--- config.mk ---
export PLATFORM = sky130hd
export DESIGN_NAME = texture_tile_address_generator_flat
export DESIGN_NICKNAME = d
export VERILOG_FILES = /design/src/sv/ttag_pkg.sv /design/src/sv/ttag_if.sv /design/src/sv/ttag_front.sv /design/src/sv/ttag_queue.sv /design/src/sv/ttag_back.sv /design/src/sv/texture_tile_address_generator.sv /design/src/flat_wrapper.sv
export SDC_FILE = /design/constraint.sdc
export NUM_CORES = 1
export LEC_CHECK = 0
export ABC_AREA = 0
export ABC_CLOCK_PERIOD_IN_PS = 5000
export BUFFER_PORTS_ARGS = -buffer_cell sky130_fd_sc_hd__buf_2
export CELL_PAD_IN_SITES_DETAIL_PLACEMENT = 0
export CELL_PAD_IN_SITES_GLOBAL_PLACEMENT = 1
export CORE_MARGIN = 2
export CORE_UTILIZATION = 42
export CTS_BUF_LIST = sky130_fd_sc_hd__clkbuf_8
export CTS_CLUSTER_DIAMETER = 30
export DETAILED_ROUTE_END_ITERATION = 10
export PLACE_DENSITY_LB_ADDON = 0.08
export SYNTH_ARGS = -nofsm -noshare
export SYNTH_HDL_FRONTEND = slang
export SYNTH_SLANG_ARGS = --single-unit
--- constraint.sdc ---
create_clock -name clk -period 5 [get_ports clk]
set_input_delay 0.5 -clock clk [delete_from_list [all_inputs] [get_ports clk]]
set_output_delay 0.5 -clock clk [all_outputs]
set_load 0.01 [all_outputs]
--- src/sv/ttag_pkg.sv ---
// types and constants shared by the texture tile address generator
package ttag_pkg;

  localparam int X_W        = 10;
  localparam int Y_W        = 10;
  localparam int ADDR_W     = 22;
  localparam int BYTES_W    = 4;
  localparam int WIDTH_W    = 11;
  localparam int DEPTH_W    = 2;
  localparam int STRIDE_W   = 13;
  localparam int CFG_IDX_W  = 2;
  localparam int CFG_DATA_W = 13;

  localparam int ACROSS_W = 10;  // tiles across one tile row, up to 512
  localparam int YHI_W    = 8;   // tile row index
  localparam int XHI_W    = 8;   // tile column index
  localparam int TPROD_W  = 19;  // full tile index width
  localparam int TILE_W   = 17;  // tile index bits that land inside the address
  localparam int XOFF_W   = 12;  // column byte offset in a linear row
  localparam int INTRA_W  = 5;   // byte offset inside a 32-byte tile, or tile half for 32-bit texels

  // register indexes
  localparam logic [CFG_IDX_W-1:0] REG_IMAGE_WIDTH = 2'd0;
  localparam logic [CFG_IDX_W-1:0] REG_TEXEL_DEPTH = 2'd1;
  localparam logic [CFG_IDX_W-1:0] REG_ROW_STRIDE  = 2'd2;

  // texel depth codes
  localparam logic [DEPTH_W-1:0] DEPTH_4B  = 2'd0;
  localparam logic [DEPTH_W-1:0] DEPTH_8B  = 2'd1;
  localparam logic [DEPTH_W-1:0] DEPTH_16B = 2'd2;
  localparam logic [DEPTH_W-1:0] DEPTH_32B = 2'd3;

  localparam logic [BYTES_W-1:0] MOVE_2 = 4'd2;
  localparam logic [BYTES_W-1:0] MOVE_4 = 4'd4;
  localparam logic [BYTES_W-1:0] MOVE_8 = 4'd8;

  localparam logic [ADDR_W-1:0] HALF_STEP = 22'd2;

  localparam logic [STRIDE_W-1:0] STRIDE_RESET = 13'd2048;
  localparam logic [ACROSS_W-1:0] ACROSS_RESET = 10'd1;

  // one classified chunk waiting for the back end
  typedef struct packed {
    logic [ADDR_W-1:0]  row;
    logic [TILE_W-1:0]  tile;
    logic [XOFF_W-1:0]  xoff;
    logic [INTRA_W-1:0] intra;
    logic [DEPTH_W-1:0] depth;
  } q_entry_t;

endpackage

--- src/sv/ttag_if.sv ---
// handshake channels of the texture tile address generator
interface ttag_in_if;
  import ttag_pkg::*;
  logic           valid;
  logic           ready;
  logic [X_W-1:0] chunk_x;
  logic [Y_W-1:0] chunk_y;
  modport source (output valid, chunk_x, chunk_y, input ready);
  modport sink   (input valid, chunk_x, chunk_y, output ready);
endinterface

interface ttag_out_if;
  import ttag_pkg::*;
  logic               valid;
  logic               ready;
  logic [ADDR_W-1:0]  linear_addr;
  logic [ADDR_W-1:0]  tiled_addr;
  logic [BYTES_W-1:0] move_bytes;
  logic               last;
  modport source (output valid, linear_addr, tiled_addr, move_bytes, last, input ready);
  modport sink   (input valid, linear_addr, tiled_addr, move_bytes, last, output ready);
endinterface

interface ttag_cfg_if;
  import ttag_pkg::*;
  logic                  valid;
  logic                  ready;
  logic [CFG_IDX_W-1:0]  index;
  logic [CFG_DATA_W-1:0] data;
  modport source (output valid, index, data, input ready);
  modport sink   (input valid, index, data, output ready);
endinterface

--- src/sv/ttag_front.sv ---
// front end: config registers, chunk classification and the two multiplies
module ttag_front (
  input  logic              clk,
  input  logic              rst_n,
  ttag_in_if.sink           in_ch,
  ttag_cfg_if.sink          cfg_ch,
  output ttag_pkg::q_entry_t q_entry,
  output logic              q_push,
  input  logic              q_ready
);
  import ttag_pkg::*;

  logic [ACROSS_W-1:0] across8_r, across8_nxt;
  logic [ACROSS_W-1:0] across4_r, across4_nxt;
  logic [DEPTH_W-1:0]  depth_r, depth_nxt;
  logic [STRIDE_W-1:0] stride_r, stride_nxt;

  logic                st_valid_r, st_valid_nxt;
  q_entry_t            st_entry_r;
  q_entry_t            entry_nxt;

  logic [WIDTH_W:0]    wsum8, wsum4;
  logic                in_acc;
  logic [ACROSS_W-1:0] across;
  logic [YHI_W-1:0]    yhi;
  logic [XHI_W-1:0]    xhi;
  logic [ADDR_W:0]     row_prod;
  logic [TPROD_W-1:0]  tile_full;

  assign cfg_ch.ready = 1'b1;

  // tiles across per tile row, rounded up, worked out once per write
  assign wsum8 = {1'b0, cfg_ch.data[WIDTH_W-1:0]} + 12'd7;
  assign wsum4 = {1'b0, cfg_ch.data[WIDTH_W-1:0]} + 12'd3;

  always_comb begin
    across8_nxt = across8_r;
    across4_nxt = across4_r;
    depth_nxt   = depth_r;
    stride_nxt  = stride_r;
    if (cfg_ch.valid) begin
      unique case (cfg_ch.index)
        REG_IMAGE_WIDTH: begin
          across8_nxt = {1'b0, wsum8[WIDTH_W:3]};
          across4_nxt = wsum4[WIDTH_W:2];
        end
        REG_TEXEL_DEPTH: depth_nxt  = cfg_ch.data[DEPTH_W-1:0];
        REG_ROW_STRIDE:  stride_nxt = cfg_ch.data[STRIDE_W-1:0];
        default: ;
      endcase
    end
  end

  always_ff @(posedge clk) begin
    if (!rst_n) begin
      across8_r <= ACROSS_RESET;
      across4_r <= ACROSS_RESET;
      depth_r   <= DEPTH_16B;
      stride_r  <= STRIDE_RESET;
    end else begin
      across8_r <= across8_nxt;
      across4_r <= across4_nxt;
      depth_r   <= depth_nxt;
      stride_r  <= stride_nxt;
    end
  end

  // classify the chunk by texel depth
  always_comb begin
    entry_nxt.depth = depth_r;
    unique case (depth_r)
      DEPTH_4B: begin
        across          = across8_r;
        yhi             = {1'b0, in_ch.chunk_y[9:3]};
        xhi             = {1'b0, in_ch.chunk_x[9:3]};
        entry_nxt.xoff  = {3'b0, in_ch.chunk_x[9:3], 2'b0};
        entry_nxt.intra = {in_ch.chunk_y[2:0], 2'b0};
      end
      DEPTH_8B: begin
        across          = across8_r;
        yhi             = in_ch.chunk_y[9:2];
        xhi             = {1'b0, in_ch.chunk_x[9:3]};
        entry_nxt.xoff  = {2'b0, in_ch.chunk_x[9:3], 3'b0};
        entry_nxt.intra = {in_ch.chunk_y[1:0], 3'b0};
      end
      DEPTH_16B: begin
        across          = across4_r;
        yhi             = in_ch.chunk_y[9:2];
        xhi             = in_ch.chunk_x[9:2];
        entry_nxt.xoff  = {1'b0, in_ch.chunk_x[9:2], 3'b0};
        entry_nxt.intra = {in_ch.chunk_y[1:0], 3'b0};
      end
      DEPTH_32B: begin
        across          = across4_r;
        yhi             = in_ch.chunk_y[9:2];
        xhi             = in_ch.chunk_x[9:2];
        entry_nxt.xoff  = {in_ch.chunk_x, 2'b0};
        entry_nxt.intra = {in_ch.chunk_y[1:0], in_ch.chunk_x[1:0], 1'b0};
      end
    endcase
    row_prod       = (ADDR_W+1)'(stride_r) * (ADDR_W+1)'(in_ch.chunk_y);
    tile_full      = TPROD_W'(across) * TPROD_W'(yhi) + TPROD_W'(xhi);
    entry_nxt.row  = row_prod[ADDR_W-1:0];
    entry_nxt.tile = tile_full[TILE_W-1:0];
  end

  assign in_ch.ready = !st_valid_r || q_ready;
  assign in_acc      = in_ch.valid && in_ch.ready;
  assign q_push      = st_valid_r;
  assign q_entry     = st_entry_r;

  always_comb begin
    st_valid_nxt = st_valid_r;
    if (in_acc) begin
      st_valid_nxt = 1'b1;
    end else if (q_ready) begin
      st_valid_nxt = 1'b0;
    end
  end

  always_ff @(posedge clk) begin
    if (!rst_n) begin
      st_valid_r <= 1'b0;
    end else begin
      st_valid_r <= st_valid_nxt;
    end
  end

  always_ff @(posedge clk) begin
    if (in_acc) begin
      st_entry_r <= entry_nxt;
    end
  end

endmodule

--- src/sv/ttag_queue.sv ---
// short register queue between the front and back ends
module ttag_queue #(
  parameter int DEPTH = 4
) (
  input  logic               clk,
  input  logic               rst_n,
  input  ttag_pkg::q_entry_t push_entry,
  input  logic               push_valid,
  output logic               push_ready,
  output ttag_pkg::q_entry_t head_entry,
  output logic               head_valid,
  input  logic               pop
);
  import ttag_pkg::*;

  localparam int PTR_W = $clog2(DEPTH);
  localparam int CNT_W = $clog2(DEPTH + 1);
  localparam logic [PTR_W-1:0] PTR_LAST = PTR_W'(DEPTH - 1);
  localparam logic [CNT_W-1:0] CNT_FULL = CNT_W'(DEPTH);

  q_entry_t         mem_r [DEPTH];
  logic [PTR_W-1:0] wr_ptr_r, wr_ptr_nxt;
  logic [PTR_W-1:0] rd_ptr_r, rd_ptr_nxt;
  logic [CNT_W-1:0] count_r, count_nxt;
  logic             do_push, do_pop;

  assign push_ready = count_r != CNT_FULL;
  assign head_valid = count_r != '0;
  assign head_entry = mem_r[rd_ptr_r];
  assign do_push    = push_valid && push_ready;
  assign do_pop     = pop && head_valid;

  always_comb begin
    wr_ptr_nxt = wr_ptr_r;
    rd_ptr_nxt = rd_ptr_r;
    count_nxt  = count_r;
    if (do_push) begin
      wr_ptr_nxt = (wr_ptr_r == PTR_LAST) ? '0 : wr_ptr_r + 1'b1;
    end
    if (do_pop) begin
      rd_ptr_nxt = (rd_ptr_r == PTR_LAST) ? '0 : rd_ptr_r + 1'b1;
    end
    if (do_push && !do_pop) begin
      count_nxt = count_r + 1'b1;
    end else if (do_pop && !do_push) begin
      count_nxt = count_r - 1'b1;
    end
  end

  always_ff @(posedge clk) begin
    if (!rst_n) begin
      wr_ptr_r <= '0;
      rd_ptr_r <= '0;
      count_r  <= '0;
    end else begin
      wr_ptr_r <= wr_ptr_nxt;
      rd_ptr_r <= rd_ptr_nxt;
      count_r  <= count_nxt;
    end
  end

  always_ff @(posedge clk) begin
    if (do_push) begin
      mem_r[wr_ptr_r] <= push_entry;
    end
  end

endmodule

--- src/sv/ttag_back.sv ---
// back end: forms the byte moves and holds them in the output register
module ttag_back (
  input  logic               clk,
  input  logic               rst_n,
  input  ttag_pkg::q_entry_t head_entry,
  input  logic               head_valid,
  output logic               pop,
  ttag_out_if.source         out_ch
);
  import ttag_pkg::*;

  logic               out_valid_r, out_valid_nxt;
  logic [ADDR_W-1:0]  lin_r, lin_nxt;
  logic [ADDR_W-1:0]  til_r, til_nxt;
  logic [BYTES_W-1:0] bytes_r, bytes_nxt;
  logic               last_r, last_nxt;
  logic               phase_r, phase_nxt;   // second halfword of a 32-bit pixel

  logic               load_en;
  logic               split;
  logic [TILE_W-1:0]  tile_sel;

  assign load_en = !out_valid_r || out_ch.ready;
  assign split   = head_entry.depth == DEPTH_32B;

  always_comb begin
    out_valid_nxt = out_valid_r;
    phase_nxt     = phase_r;
    pop           = 1'b0;
    last_nxt      = 1'b1;
    if (load_en) begin
      out_valid_nxt = head_valid;
      if (head_valid) begin
        if (split && !phase_r) begin
          phase_nxt = 1'b1;
          last_nxt  = 1'b0;
        end else begin
          phase_nxt = 1'b0;
          pop       = 1'b1;
        end
      end
    end
  end

  // second half sits 2 bytes on in the image and 32 bytes on in the tile
  // 32-bit tiles span 64 bytes: two 32-byte halves per tile index
  always_comb begin
    tile_sel = split ? {head_entry.tile[TILE_W-2:0], phase_r} : head_entry.tile;
    lin_nxt  = head_entry.row + ADDR_W'(head_entry.xoff) + (phase_r ? HALF_STEP : '0);
    til_nxt  = {tile_sel, head_entry.intra};
    unique case (head_entry.depth)
      DEPTH_4B:  bytes_nxt = MOVE_4;
      DEPTH_8B:  bytes_nxt = MOVE_8;
      DEPTH_16B: bytes_nxt = MOVE_8;
      DEPTH_32B: bytes_nxt = MOVE_2;
    endcase
  end

  always_ff @(posedge clk) begin
    if (!rst_n) begin
      out_valid_r <= 1'b0;
      phase_r     <= 1'b0;
    end else begin
      out_valid_r <= out_valid_nxt;
      phase_r     <= phase_nxt;
    end
  end

  always_ff @(posedge clk) begin
    if (load_en && head_valid) begin
      lin_r   <= lin_nxt;
      til_r   <= til_nxt;
      bytes_r <= bytes_nxt;
      last_r  <= last_nxt;
    end
  end

  assign out_ch.valid       = out_valid_r;
  assign out_ch.linear_addr = lin_r;
  assign out_ch.tiled_addr  = til_r;
  assign out_ch.move_bytes  = bytes_r;
  assign out_ch.last        = last_r;

endmodule

--- src/sv/texture_tile_address_generator.sv ---
// top level of the texture tile address generator
//
//   channel | direction | word                                        | handshake
//   --------+-----------+---------------------------------------------+-----------
//   in_ch   | in        | chunk_x, chunk_y                            | valid/ready
//   out_ch  | out       | linear_addr, tiled_addr, move_bytes, last   | valid/ready
//   cfg_ch  | in        | index, data (image_width, depth, stride)    | valid/ready
//
// 4-, 8- and 16-bit texels: one chunk per cycle, one move each, while out_ch is ready.
// 32-bit texels: two moves per chunk, one move a cycle while out_ch is ready.
// a chunk's first move passes through the stage, the queue and the output register.
// reset empties the stage, the queue and the output register and restores register defaults.
// a stalled output fills the QUEUE_DEPTH-word queue and the stage before the input stalls.
// cfg_ch is always ready.
module texture_tile_address_generator #(
  parameter int QUEUE_DEPTH = 4
) (
  input  logic       clk,
  input  logic       rst_n,
  ttag_in_if.sink    in_ch,
  ttag_out_if.source out_ch,
  ttag_cfg_if.sink   cfg_ch
);
  import ttag_pkg::*;

  q_entry_t push_entry;
  logic     push_valid;
  logic     push_ready;
  q_entry_t head_entry;
  logic     head_valid;
  logic     pop;

  ttag_front u_front (
    .clk     (clk),
    .rst_n   (rst_n),
    .in_ch   (in_ch),
    .cfg_ch  (cfg_ch),
    .q_entry (push_entry),
    .q_push  (push_valid),
    .q_ready (push_ready)
  );

  ttag_queue #(
    .DEPTH (QUEUE_DEPTH)
  ) u_queue (
    .clk        (clk),
    .rst_n      (rst_n),
    .push_entry (push_entry),
    .push_valid (push_valid),
    .push_ready (push_ready),
    .head_entry (head_entry),
    .head_valid (head_valid),
    .pop        (pop)
  );

  ttag_back u_back (
    .clk        (clk),
    .rst_n      (rst_n),
    .head_entry (head_entry),
    .head_valid (head_valid),
    .pop        (pop),
    .out_ch     (out_ch)
  );

endmodule

--- src/flat_wrapper.sv ---
// flat-port wrapper written by rule: the top's interface ports become plain ports
module texture_tile_address_generator_flat import ttag_pkg::*;
#(
  parameter int QUEUE_DEPTH = 4
)
  (clk, rst_n, in_ch_valid, in_ch_chunk_x, in_ch_chunk_y, in_ch_ready, out_ch_valid, out_ch_linear_addr, out_ch_tiled_addr, out_ch_move_bytes, out_ch_last, out_ch_ready, cfg_ch_valid, cfg_ch_index, cfg_ch_data, cfg_ch_ready);
  ttag_in_if in_ch_i ();
  ttag_out_if out_ch_i ();
  ttag_cfg_if cfg_ch_i ();
  input  logic clk;
  input  logic rst_n;
  input wire logic [$bits(in_ch_i.valid)-1:0] in_ch_valid;
  input wire logic [$bits(in_ch_i.chunk_x)-1:0] in_ch_chunk_x;
  input wire logic [$bits(in_ch_i.chunk_y)-1:0] in_ch_chunk_y;
  output wire logic [$bits(in_ch_i.ready)-1:0] in_ch_ready;
  output wire logic [$bits(out_ch_i.valid)-1:0] out_ch_valid;
  output wire logic [$bits(out_ch_i.linear_addr)-1:0] out_ch_linear_addr;
  output wire logic [$bits(out_ch_i.tiled_addr)-1:0] out_ch_tiled_addr;
  output wire logic [$bits(out_ch_i.move_bytes)-1:0] out_ch_move_bytes;
  output wire logic [$bits(out_ch_i.last)-1:0] out_ch_last;
  input wire logic [$bits(out_ch_i.ready)-1:0] out_ch_ready;
  input wire logic [$bits(cfg_ch_i.valid)-1:0] cfg_ch_valid;
  input wire logic [$bits(cfg_ch_i.index)-1:0] cfg_ch_index;
  input wire logic [$bits(cfg_ch_i.data)-1:0] cfg_ch_data;
  output wire logic [$bits(cfg_ch_i.ready)-1:0] cfg_ch_ready;
  assign in_ch_i.valid = in_ch_valid;
  assign in_ch_i.chunk_x = in_ch_chunk_x;
  assign in_ch_i.chunk_y = in_ch_chunk_y;
  assign in_ch_ready = in_ch_i.ready;
  assign out_ch_valid = out_ch_i.valid;
  assign out_ch_linear_addr = out_ch_i.linear_addr;
  assign out_ch_tiled_addr = out_ch_i.tiled_addr;
  assign out_ch_move_bytes = out_ch_i.move_bytes;
  assign out_ch_last = out_ch_i.last;
  assign out_ch_i.ready = out_ch_ready;
  assign cfg_ch_i.valid = cfg_ch_valid;
  assign cfg_ch_i.index = cfg_ch_index;
  assign cfg_ch_i.data = cfg_ch_data;
  assign cfg_ch_ready = cfg_ch_i.ready;
  texture_tile_address_generator #(.QUEUE_DEPTH(QUEUE_DEPTH)) u_core (.clk(clk), .rst_n(rst_n), .in_ch(in_ch_i), .out_ch(out_ch_i), .cfg_ch(cfg_ch_i));
endmodule
Word-level counts from Yosys, hierarchy flattened --
Memory sizes are Yosys's and may differ from the RTL's. A register that Yosys moved wholly into a read port is not among the register bits. Index checks and enable logic that the tools add are counted.
Storage, ports and cells: word-level logic and storage cells 91, memory bits (writable) 232, output and inout port bits 52, bits of input ports 40, register bits 151, memories 1
Memories:
- u_core.u_queue.mem_r | depth 4, bits a word 58, read ports 1, clocked after memory_dff 1, wr ports 1, line ttag_queue.sv:21 | q_entry_t mem_r [DEPTH];
Operators by class: equality and inequality tests 11, mux-type cells 21, reductions and logical operators 28, add/sub/neg operators 9, $mul 2
Operators with widths (count):
- 17-bit one-hot mux with 4 select lines | 1
- 8-bit one-hot mux with 2 select lines | 2
- 22-bit by 12-bit adder with 22-bit output | 1
- 22-bit by 2-bit adder with 22-bit output | 1
- 13-bit by 10-bit multiplier with 22-bit output | 1
- 10-bit one-hot mux with 2 select lines | 1
- 17-bit by 8-bit adder with 17-bit output | 1
- 10-bit by 8-bit multiplier with 17-bit output | 1
- 17-bit two-way mux | 1
- 2-bit == test, second input constant | 7
- 11-bit by 2-bit adder with 12-bit output, second input constant | 1
- 11-bit by 3-bit adder with 12-bit output, second input constant | 1
- 4-bit one-hot mux with 3 select lines | 1
- 2-bit two-way mux | 5
- 1-bit two-way mux | 8
- 2-bit AND reduction | 4
- 1-bit logical AND | 7
- 2-bit by 1-bit == test with 1-bit output, second input constant | 3
- 2-bit zero test | 3
- 3-bit two-way mux | 2
- 2-bit OR reduction | 3
- 1-bit zero test | 5
- 2-bit by 1-bit adder with 2-bit output, second input constant | 2
- 2-bit nonzero test | 2
- 6 further kinds | 7

Longest topological paths before layout --
depth after elaboration 9, gate-level depth with buffers 21, mapped depth without buffers 19

Cells and area by module --
Synthesis repeated with hierarchy kept, for this count alone.
Unflattened totals: cells, all modules 1678, area, all modules 22231.3 um2
Modules (own cells, without submodules):
- ttag_front | cells an instance 1112, seq. area each 2352.3 um2, area an instance 10601.4 um2, times used 1
- ttag_queue | cells an instance 354, seq. area each 7146.9 um2, area an instance 8852.2 um2, times used 1
- ttag_back | cells an instance 212, seq. area each 1481.4 um2, area an instance 2777.7 um2, times used 1

Least setup slack after synthesis --
No wires, ideal clock.
path type input port to flip-flop, start point input in_ch_chunk_y[3], end point register u_core.u_front.st_entry_r, in the netlist u_core.u_front.q_entry[54], data pin, setup time 262 ps, data arrival time 5178 ps, required time 4738 ps, slack -440 ps, stages 18, cells stage by stage clkbuf_1 > clkbuf_1 > nand2_1 > fa_1 > inv_1 > fa_1 > fa_1 > fa_1 > inv_1 > fa_1 > inv_1 > ha_1 > or4_1 > a221oi_2 > nor3_1 > nor2_1 > a21oi_1 > xor2_1
RTL lines:
- start, declared | line flat_wrapper.sv:14 | input wire logic [$bits(in_ch_i.chunk_y)-1:0] in_ch_chunk_y;
- end signal, assigned | line ttag_front.sv:131 | st_entry_r <= entry_nxt;
- end, declared | line ttag_front.sv:19 | q_entry_t st_entry_r;

==> metrics.txt <==
required time at the worst-slack endpoint 5.36 ns; layout net count approximately 2,200; adder-cell share of the synthesized area 0.1999; highest cell delay on the worst timing path about 0.54 ns; element type at the critical path start register; most common cell after layout, fill and taps aside edfxtp_1; cell chain of the critical path and2_1 -> fa_1 -> fa_1 -> fa_1 -> fa_1 -> inv_1 -> fa_1 -> inv_1 -> ha_1 -> a21oi_2 -> o21ai_2 -> o2bb2ai_1 -> a21o_1 -> buf_4 -> nor4_4 -> a2111oi_4; final worst path period need 4.821 ns; final RePlAce weighted congestion roughly 0.76; global-route wire length before repair between 70,000 and 80,000 µm; proportion of register bits with asynchronous set or reset after synthesis 0; Min Hold Slack 0.08997 ns; drt first-iter violations 526; number of maximum-capacitance violations 0; Core Region 50,070 µm²; average instance area after synthesis about 13 µm²; initial antenna violation count 4; Fill cells 4,589; combinational share of power 0.260; die span in x ~230 µm; vias in the first global route 13,540; sequential group share of total power 0.406; Tot Pwr 10,590 µW; standby leakage power roughly 0.010 µW; clock transition time at the flip-flop clock pins of the worst setup and hold paths 0.04 ns; share of post-route cells with drive strength above 1 0.2579; initial cell density of the core 0.4241; Worst Tran Pin Value around 1.1 ns; fraction of synthesized area in multiplexers 0.08326; first-pass detailed-route iteration total 4; Syn. warnings 0; sw frac 0.2924; number of buffers inserted during clock tree synthesis approximately 80; portion of the clock cycle consumed by the worst path in the final layout 0.9642; worst hold start rst_n; maximum level of the CTS H-tree 3; worst-path cell with the longest stage delay fa_1; overall routed net length 44,690 µm; vias per std cell 4.913; Area Growth Syn to Fin 19.11%; cell area after synthesis between 20,000 and 25,000 µm²; maximum number of pins on one net before global-route repair 56; number of rows created at floorplan 82; clock sink total about 370; Most Frequent Cell on Critical Path fa_1; post-placement cell count 2,448; proportion of synthesized chip area in sequential cells 0.4988; highest achievable clock rate 0.2074 GHz; port bufs 88; DR WL/cell 17.18 µm; Hold Path End u_core.u_front.depth_r[1]$_SDFFE_PN1P_; critical path class reg2reg; Relative slew margins 0.2964; worst setup path start u_core.u_front.stride_r[1]$_SDFFE_PN0P_; number of I/O pins just over 90; number of hold violations in the final report 0; Post-synth EDFFs 322; synthesized netlist cell count 1,618; number of distinct library cells after synthesis 67; GR Util All Layers 0.1775; worst r2r path cells 16; count of cells along the worst hold path 2; hold-fix buffers at CTS 0; detailed-route DRC error count 0; Antenna Nets Post-Route 0; post-synthesis compound-gate area fraction 0.04909; area share of and/or/nand/nor cells after synthesis 0.09470; dominant combinational cell family by area after synthesis adder cells; final total negative setup slack 0 ns; Max Root-Sink Buffers 3; arrival time of data at the critical path endpoint 5.18 ns; setup violators final 0; Net Switching 3096 µW; worst skew pair latency 0.64 ns; min-delay worst type in2reg; outcome finished, final reports clean; number of non-filler instances in the completed layout around 2,600; proportion of power drawn by the clock network 0.334; top flip-flop cell by instance count after synthesis edfxtp_1; worst reg2reg endpoint u_core.u_front.q_entry[57]$_DFFE_PP_; final worst clock skew 0.02976 ns; Detail Placement HPWL 32,800 µm; total die area 52,370 µm²; Power Dens Cells 418.7 nW/µm²; clock tree from TritonCTS built; library cell used as clock root buffer clkbuf_8; DIE HEIGHT 228.8 µm; worst flop-to-flop path startpoint u_core.u_front.stride_r[1]$_SDFFE_PN0P_; unrepaired setup endpoints after global routing true; largest fanout on the critical path 5; minimum setup slack among reg-to-reg paths 0.18 ns; highest ir drop seen on vdd 0.0002186 V; Internal 7493 µW; number of max-slew violations in the final report 0; FF+latch count, synth 368; gr ovfl total 0; fraction of synthesized cell area in xor and xnor cells 0.02640; vias post-DR 12,780; element type at the critical path end register; most frequent cells in the layout edfxtp_1, inv_1, fa_1, buf_4, nand2_1
-- worst max-delay path: cells and delay by family, from the launching register on --
kind / cells / cell delay, ns
fa+ha+maj: 6 / 2.99
buf+inv: 3 / 0.23
flops: 1 / 0.34
simple gates: 2 / 0.33
compound gates: 5 / 0.66
-- routing by layer --
metal  global-route usage  up-vias  wire, µm
met4              0.05398        4       917
met2               0.2839      189     21010
li1                     -     6133         -
met3              0.03743       77      1769
met5                    0        -        27
met1               0.2444     6375     20970
-- how the worst max path moves through the flow --
stage	endpoint	depth (start not counted)
global placement	u_core.u_front.q_entry[54]$_DFFE_PP_	18
floorplan	u_core.u_front.q_entry[54]$_DFFE_PP_	20
CTS	u_core.u_front.q_entry[57]$_DFFE_PP_	15
global route	u_core.u_front.q_entry[33]$_DFFE_PP_	19
detailed placement	u_core.u_front.q_entry[57]$_DFFE_PP_	16
finish	u_core.u_front.q_entry[57]$_DFFE_PP_	16
-- through the flow --
stage,area [µm²],worst slack (ns),utilization
floorplan,21370,-0.03078,-
global placement,23330,-0.1970,0.4659
detailed placement,23330,-0.2551,0.4659
CTS,25090,0.008451,0.5012
global route,25290,-0.009411,0.5051
finish,25290,0.1788,0.5051
-- power by group through the flow --
stage               clock, µW  sequential [µW]  combinational (µW)
finish                   3540             4300                2750
global route             3800             4360                3080
CTS                      3650             4320                2770
detailed placement          0             4380                2750
global placement            0             4360                2740
floorplan                   0             4370                1810
-- synthesized netlist by cell type, types with 3 or more instances --
| library cell | instances | area, µm² |
|---|---|---|
| a211oi_1 | 10 | 75.07 |
| a21o_1 | 13 | 97.59 |
| a21oi_1 | 64 | 320.3 |
| a311oi_1 | 9 | 78.83 |
| a31oi_1 | 5 | 31.28 |
| and2_1 | 71 | 444.2 |
| and3_1 | 3 | 18.77 |
| buf_1 | 3 | 11.26 |
| buf_2 | 7 | 35.03 |
| buf_4 | 8 | 60.06 |
| clkbuf_1 | 45 | 168.9 |
| dfxtp_1 | 46 | 920.9 |
| edfxtp_1 | 322 | 9669 |
| fa_1 | 142 | 2843 |
| ha_1 | 112 | 1401 |
| inv_1 | 183 | 686.9 |
| mux2_2 | 23 | 259.0 |
| mux2i_1 | 27 | 270.3 |
| mux4_2 | 55 | 1239 |
| nand2_1 | 135 | 506.7 |
| nand2b_1 | 17 | 106.4 |
| nand3_1 | 18 | 90.09 |
| nand3b_1 | 4 | 30.03 |
| nand4_1 | 3 | 18.77 |
| nor2_1 | 102 | 382.9 |
| nor2b_1 | 16 | 100.1 |
| nor3_1 | 5 | 25.02 |
| nor3b_1 | 5 | 37.54 |
| o21a_1 | 6 | 45.04 |
| o21ai_0 | 25 | 125.1 |
| o21ai_1 | 4 | 20.02 |
| o21bai_1 | 3 | 22.52 |
| or2_2 | 12 | 75.07 |
| or3_1 | 11 | 68.82 |
| xnor2_1 | 39 | 341.6 |
| xor2_1 | 25 | 219.0 |
-- what timing repair did --
item | 4_1_cts | 5_1_grt
setup buffers | 0 | 5
gates resized for setup | 2 | 43
endpoints found under the setup margin | 3 | 14
pin swaps | 0 | 11
gates cloned | 0 | 1
-- layout make-up --
class | instances | area [µm²] | area share
repair buffers | 228 | 1531 | 0.06056
diodes | 2 | 5.005 | 0.0001979
clock inverters | 62 | 619.3 | 0.02449
flip-flops and latches | 368 | 10620 | 0.4201
multi-input cells | 1002 | 9837 | 0.3890
clock buffers | 83 | 1142 | 0.04517
well taps | 672 | 840.8 | 0.03325
inverters | 184 | 690.7 | 0.02731
-- cell families after synthesis --
logic type      after synthesis
compound gates              161
xor+xnor                     64
fa+ha+maj                   254
buf+inv                     249
flops                       368
mux                         105
other cells                   2
simple gates                415
-- sequential cells by signal, summed over array words and instances, names as in the netlist, named ones only --
register	cells
u_core.u_queue.mem_r	220
u_core.u_front.q_entry	55
u_core.u_back.out_ch.linear_addr	22
u_core.u_back.out_ch.tiled_addr	21
u_core.u_front.stride_r	13
u_core.u_front.across4_r	10
u_core.u_front.across8_r	9
u_core.u_back.out_ch.move_bytes	3
u_core.u_queue.count_r	3
u_core.u_front.depth_r	2
u_core.u_queue.rd_ptr_r	2
u_core.u_queue.wr_ptr_r	2
u_core.u_back.out_ch.last	1
u_core.u_back.out_ch.valid	1
u_core.u_back.phase_r	1
u_core.u_front.q_push	1
Note: power is estimated with default switching activity, not from simulation.
